--- src/rtl/rgbc_pkg.sv ---
// Shared types, register map and colour codes for the RGBC colour and line classifier.
// No dependencies.
`default_nettype none

package rgbc_pkg;

  localparam int unsigned CFG_AW = 5;
  localparam int unsigned DW = 16;

  localparam logic [2:0] REG_LINE   = 3'd0;
  localparam logic [2:0] REG_FLOOR  = 3'd1;
  localparam logic [2:0] REG_WRED   = 3'd2;
  localparam logic [2:0] REG_WGREEN = 3'd3;
  localparam logic [2:0] REG_WBLUE  = 3'd4;
  localparam logic [2:0] REG_MARGIN = 3'd5;

  localparam logic [DW-1:0] LINE_RST   = 16'd300;
  localparam logic [DW-1:0] FLOOR_RST  = 16'd1500;
  localparam logic [DW-1:0] WHITE_RST  = 16'd1000;
  localparam logic [DW-1:0] MARGIN_RST = 16'd3932;

  localparam logic [2:0] CLS_NONE  = 3'd0;
  localparam logic [2:0] CLS_RED   = 3'd1;
  localparam logic [2:0] CLS_GREEN = 3'd2;
  localparam logic [2:0] CLS_BLUE  = 3'd3;
  localparam logic [2:0] CLS_BLACK = 3'd4;

  localparam logic [13:0] LOW_TOTAL_SCALE = 14'd10000;
  localparam logic [6:0]  DARK_FULL       = 7'd100;

  typedef struct packed {
    logic [DW-1:0] line_threshold;
    logic [DW-1:0] floor_threshold;
    logic [DW-1:0] white_red;
    logic [DW-1:0] white_green;
    logic [DW-1:0] white_blue;
    logic [DW-1:0] dominance_margin;
  } cfg_t;

  // a zero white reference counts as one
  function automatic logic [DW-1:0] nz16(input logic [DW-1:0] w);
    return (w == '0) ? 16'd1 : w;
  endfunction

endpackage

`default_nettype wire

--- src/rtl/rgbc_ramp.sv ---
// Darkness path: line/floor tests and the ramp division, one or two quotient bits a stage.
// Five register stages. Depends on rgbc_pkg.
`default_nettype none

module rgbc_ramp (
  input  wire logic           clk,
  input  wire logic           rst_n,
  input  wire rgbc_pkg::cfg_t cfg,
  input  wire logic           in_valid,
  input  wire logic [15:0]    clear,
  output logic                out_valid,
  output logic                on_line,
  output logic [6:0]          darkness
);

  typedef struct packed {
    logic        q;
    logic [22:0] rem;
  } div_t;

  function automatic div_t div_step(input logic [22:0] rem, input logic [15:0] den,
                                    input int k);
    logic [22:0] dsh;
    div_t        res;
    dsh = 23'(den) << k;
    if (rem >= dsh) begin
      res.q   = 1'b1;
      res.rem = rem - dsh;
    end else begin
      res.q   = 1'b0;
      res.rem = rem;
    end
    return res;
  endfunction

  logic [4:0]  vld_r;
  logic [4:0]  line_r;
  logic [3:0]  zero_r;
  logic [15:0] den1_r, den2_r, den3_r, den4_r;
  logic [22:0] rem1_r, rem2_r, rem3_r, rem4_r;
  logic [1:0]  q2_r;
  logic [3:0]  q3_r;
  logic [5:0]  q4_r;
  logic [6:0]  dark5_r;
  div_t        s6, s5, s4, s3, s2, s1, s0;
  logic [6:0]  dark5_nxt;

  always_ff @(posedge clk) begin
    if (!rst_n) begin
      vld_r <= '0;
    end else begin
      vld_r <= {vld_r[3:0], in_valid};
    end
  end

  always_comb begin
    s6 = div_step(rem1_r, den1_r, 6);
    s5 = div_step(s6.rem, den1_r, 5);
    s4 = div_step(rem2_r, den2_r, 4);
    s3 = div_step(s4.rem, den2_r, 3);
    s2 = div_step(rem3_r, den3_r, 2);
    s1 = div_step(s2.rem, den3_r, 1);
    s0 = div_step(rem4_r, den4_r, 0);
    if (line_r[3]) begin
      dark5_nxt = rgbc_pkg::DARK_FULL;
    end else if (zero_r[3]) begin
      dark5_nxt = '0;
    end else begin
      dark5_nxt = {q4_r, s0.q};
    end
  end

  always_ff @(posedge clk) begin
    line_r  <= {line_r[3:0], (clear <= cfg.line_threshold)};
    zero_r  <= {zero_r[2:0], (clear >= cfg.floor_threshold)};

    rem1_r  <= 23'(16'(cfg.floor_threshold - clear)) * 23'(rgbc_pkg::DARK_FULL);
    den1_r  <= cfg.floor_threshold - cfg.line_threshold;

    rem2_r  <= s5.rem;
    den2_r  <= den1_r;
    q2_r    <= {s6.q, s5.q};

    rem3_r  <= s3.rem;
    den3_r  <= den2_r;
    q3_r    <= {q2_r, s4.q, s3.q};

    rem4_r  <= s1.rem;
    den4_r  <= den3_r;
    q4_r    <= {q3_r, s2.q, s1.q};

    dark5_r <= dark5_nxt;
  end

  assign out_valid = vld_r[4];
  assign on_line   = line_r[4];
  assign darkness  = dark5_r;

endmodule

`default_nettype wire

--- config.mk ---
export PLATFORM = sky130hd
export DESIGN_NAME = rgbc_ramp
export DESIGN_NICKNAME = d
export VERILOG_FILES = /design/src/rtl/rgbc_pkg.sv /design/src/rtl/rgbc_ramp.sv
export SDC_FILE = /design/constraint.sdc
export NUM_CORES = 1
export LEC_CHECK = 0
export ABC_CLOCK_PERIOD_IN_PS = 5950
export BUFFER_PORTS_ARGS = -buffer_cell sky130_fd_sc_hd__buf_2
export CAP_MARGIN = 20
export CORE_MARGIN = 2
export CORE_UTILIZATION = 40
export DETAILED_ROUTE_END_ITERATION = 8
export PLACE_DENSITY = 0.69
export SYNTH_ARGS = -nofsm -noshare
export SYNTH_HDL_FRONTEND = slang
export SYNTH_SLANG_ARGS = --single-unit
--- constraint.sdc ---
create_clock -name clk -period 5.95 [get_ports clk]
set_input_delay 0.2975 -clock clk [delete_from_list [all_inputs] [get_ports clk]]
set_output_delay 0.2975 -clock clk [all_outputs]
set_load 0.005 [all_outputs]
Word-level counts from Yosys, hierarchy flattened
Index checks and enable logic that the tools add are counted.
{ "word_totals": {"register_bits": 187, "in_bits": 115, "output_inout_bits": 9} }
{ "op_classes": {"n_addsub": 9, "multipliers": 1, "order_cmp": 9, "muxes": 8, "reduce_logical": 1} }
{ "ops": {"columns": ["operator", "count"], "rows": [
  ["$mux W24", 7],
  ["$sub A16 B16 Y16", 2],
  ["$ge A23 B16 Y1", 1],
  ["$ge A23 B17 Y1", 1],
  ["$ge A23 B18 Y1", 1],
  ["$ge A23 B19 Y1", 1],
  ["$ge A23 B20 Y1", 1],
  ["$ge A23 B21 Y1", 1],
  ["$ge A23 B22 Y1", 1],
  ["$sub A23 B16 Y23", 1],
  ["$sub A23 B17 Y23", 1],
  ["$sub A23 B18 Y23", 1],
  ["$sub A23 B19 Y23", 1],
  ["$sub A23 B20 Y23", 1],
  ["$sub A23 B21 Y23", 1],
  ["$sub A23 B22 Y23", 1],
  ["$mul A16 B5 Y21 const B", 1],
  ["$ge A16 B16 Y1", 1],
  ["$le A16 B16 Y1", 1],
  ["$mux W7", 1],
  ["$reduce_or A2 Y1", 1]
]} }

Longest topological paths before layout
{ "logic_depth": {"depth_word": 4, "depth_mapped": 26, "mapped_depth_nobuf": 26} }

Worst setup path after synthesis
OpenSTA, ideal clock, no wires.
{ "synth_path": {"kind": "flip-flop to flip-flop", "from": "register den1_r[1]", "to": "register rem2_r[14]", "arrival_time_ns": 5.170, "t_required_ns": 5.829, "path_slack_ns": 0.659, "path_stages_with_launch": 25, "n_path_buf": 3, "period_less_slack_ns": 5.291, "path_cell_list": "dfxtp_1 -> inv_1 -> ha_1 -> nor2b_1 -> o2111ai_1 -> nand4b_1 -> a41o_1 -> a211o_1 -> a21oi_1 -> o21ai_1 -> clkbuf_1 -> mux2_2 -> ha_1 -> a21o_1 -> a21oi_1 -> o211a_1 -> o21a_1 -> o21ai_0 -> a21o_1 -> a21o_1 -> a21oi_1 -> and3_1 -> buf_4 -> buf_6 -> mux2_2"} }
{ "synth_lines": {"columns": ["element", "line_no", "source"], "rows": [
  ["start, declared", "rgbc_ramp.sv:39", "logic [15:0] den1_r, den2_r, den3_r, den4_r;"],
  ["start signal, assigned", "rgbc_ramp.sv:78", "den1_r <= cfg.floor_threshold - cfg.line_threshold;"],
  ["end signal, assigned", "rgbc_ramp.sv:80", "rem2_r <= s5.rem;"],
  ["end, declared", "rgbc_ramp.sv:40", "logic [22:0] rem1_r, rem2_r, rem3_r, rem4_r;"]
]} }

==> reports/results.txt <==
Crit end category -> register
Final setup margin -> 0.3497 ns
Routability Congestion -> 0.9873
DP Worst Slack -> 0.2551 ns
Inst Count DP -> 2,080
Peak Freq -> 178.6 MHz
Fin. Hold Viols -> 0
CP Class -> reg2reg
Post-synth EDFFs -> 0
Worst R2R Start -> den1_r[1]
CTS Hold Buffers Added -> 0
Global-route wire length before repair -> 50,240 um
Synthesis Warnings -> 0
Top-area cell type share of the netlist area -> 0.2655
Root buffer cell -> clkbuf_16
Max-Cap Viols -> 0
Finished Core Util -> 0.4512
Critical path's slowest cell -> or4_1
Avg Cell Area, Syn -> 8.678 sq um
Mapped Nets -> 1,926
Mapped Cells -> 1,581
R2r setup slk -> 0.35 ns
Ports -> 124
Initial antenna violation count -> 0
Nets -> 1,996
Netlist cell types -> 74
Cts bufs inserted -> 17
Fillers -> 3,190
#FFs+latches synth -> 182
Starting density of the core -> 0.4082
Gr usage total -> 0.1716
DR pass1 iterations -> 5
Post-CTS resize count -> 0
Top post-synthesis cells by area -> dfxtp_1 27%, ha_1 19%, inv_1 5.1%
Die height -> 189.2 um
Post-Syn Area -> 0.01372 sq mm
Largest net degree at the start of global routing -> 30
ANT cells -> 0
Critical Path, Cell by Cell -> inv_1 -> ha_1 -> nor2b_1 -> o2111ai_1 -> nand4b_1 -> a41o_1 -> a211o_1 -> a21oi_1 -> o21ai_2 -> a21oi_1 -> ha_1 -> nor2b_1 -> o211ai_1 -> a31o_2 -> o31ai_1 -> or4_1 -> and3_1 -> o21a_1 -> o21a_1 -> a2111o_1 -> xnor2_1
Clock skew -> 0.01676 ns
Port Buffers -> 59
Vias -> 10.97k
Hold Crit Endpoint -> vld_r[0]
Critical Path AT -> 5.92 ns
Hold wc startpoint -> in_valid
Status -> finished clean
Core box area -> 0.03362 sq mm
Worst setup SP type -> register
Fin cells -> 2,112
Post-synth top area cell -> dfxtp_1
FF-to-FF End -> rem2_r[22]
RSZ-0062 raised after global routing -> no
DP HPWL -> 25,380 um
Crit Path Max Fanout -> 10
Hold WC Path Type -> in2reg
Post-route ant nets -> 0
Bufs on Longest Clock Path -> 2
CP max stage delay -> 0.43 ns
Initial DRC Count -> 488
Setup_tns -> 0 ns
Routed WL per cell -> 14.30 um
Clock Latency Late Sink -> 0.44 ns
Final setup fails -> 0
Syn-to-layout area delta -> 10.54%
WP data required -> 6.27 ns
Worst hold path depth -> 2
Worst-Margin Slew -> 0.8255 ns
Die ar. -> 0.03580 sq mm
Fin crit period -> 5.600 ns
Ys async rst share -> 0
Die W -> 189.2 um
Row Count -> 67
Final Slew Violations -> 0
Number of global-route vias before repair -> 10.95k
Residual DRC count -> 0
CTS tree -> yes
Total wire length -> 30,200 um
H-Tree Level Count -> 4
Vias per cell -> 5.193
Rel. slew slack -> 0.4425
Ys flop type -> dfxtp_1
Grt total ovfl -> 0
Tcrit/Tclk final -> 0.9412
Post-synthesis sequential area ratio -> 0.2655
Clock sink total -> 182
Path depth of the worst reg2reg path -> 21
Layout cell share with drive strength beyond 1 -> 0.1136
Post-CTS Setup Bufs -> 0
Clk slew on worst S/H paths -> 0.07 ns
==> how the worst max path moves through the flow <==
stage	from	to	slack [ns]
6_report	den1_r[1]	rem2_r[22]	0.35
2_1_floorplan	den1_r[1]	rem2_r[14]	0.66
3_5_place_dp	den1_r[1]	rem2_r[14]	0.26
5_1_grt	den1_r[1]	rem2_r[13]	0.02
4_1_cts	den1_r[1]	rem2_r[14]	0.21
3_3_place_gp	den1_r[1]	rem2_r[6]	0.39
==> cell usage after synthesis (31+ instances only) <==
master / instances
ha_1: 211
inv_1: 188
dfxtp_1: 182
a21oi_1: 120
nor2_1: 106
nand2_1: 90
xnor2_1: 74
o21ai_0: 65
mux2_2: 53
a21o_1: 48
o21a_1: 37
xor2_1: 36
nand3_1: 31
==> state kept, by name (all words and copies together), names as in the netlist <==
signal,count
rem2_r,21
rem1_r,21
vld_r,5
den1_r,16
rem3_r,21
q4_r,6
darkness,7
q2_r,2
line_r,5
zero_r,4
den2_r,16
q3_r,4
den3_r,16
rem4_r,22
den4_r,16
==> logic make-up (layout without fill, tap and decap cells) <==
family                     after synthesis  count (layout)  share of synthesized area
AOI/OAI and AO/OA                      391             391                     0.1900
and+or+nand+nor                        394             394                     0.1420
adders and majority gates              230             230                     0.2201
DFF                                    182             182                     0.2655
buffers and inverters                  209             292                    0.05973
xor gates and xnor gates               110             110                    0.07022
muxes                                   65              65                    0.05243
==> final cells by class <==
class                           count  area (sq um)  share of cell area
Inverter                          189         709.4             0.04677
Clock inverter                     12         116.4            0.007672
Multi-Input combinational cell   1190          9273              0.6114
Clock buffer                       20         466.7             0.03077
Sequential cell                   182          3643              0.2402
Timing Repair Buffer               71         397.9             0.02623
Tap cell                          448         560.5             0.03696
==> layer usage <==
| metal | wire length [um] | global-route usage | vias up |
|---|---|---|---|
| li1 | - | - | 5708 |
| met1 | 13820 | 0.1975 | 5052 |
| met3 | 730 | 0.02150 | 39 |
| met2 | 14900 | 0.3247 | 168 |
| met4 | 751 | 0.05799 | 0 |
| met5 | 0 | 0 | - |
==> stage by stage <==
stage               area [sq um]  hold slack (ns)
global placement           14580           0.3132
detailed placement         14580           0.3128
floorplan                  13720           0.3096
CTS                        15160          0.06050
finish                     15170          0.07069
global route               15170          0.06540
==> cell usage in the layout, fill, tap and decap left out, types with 8 or more instances in the layout <==
cell type and count:
nand2_1 90, xor2_1 36, a21boi_0 12, o21ai_0 65, a211oi_1 9, and3_1 9, o2111ai_1 8, a21o_1 48
nand2b_1 20, o21bai_1 9, dfxtp_1 182, o31ai_1 12, mux2_2 53, mux2i_1 10, o211ai_1 9, nor3_1 30
buf_4 11, nor2_1 106, clkbuf_16 17, nand4_1 22, or3_1 10, ha_1 211, inv_1 188, nor2b_1 26
o21a_1 37, a21oi_1 117, nand3_1 31, buf_2 59, xnor2_1 74, fa_1 19, or2_2 10, and2_1 17
==> worst max-delay path, delay by kind of cell (launching register included) <==
family | cells | cell delay, ns
AO/OA/AOI/OAI | 12 | 2.97
flip-flops | 1 | 0.40
adder cells (fa/ha/maj) | 2 | 0.70
AND/OR/NAND/NOR | 5 | 1.15
XOR/XNOR | 1 | 0.13
buffers and inverters | 1 | 0.13
Power is not shown: default switching activity piles up to over one toggle a cycle in this logic, so the estimate is an artifact.
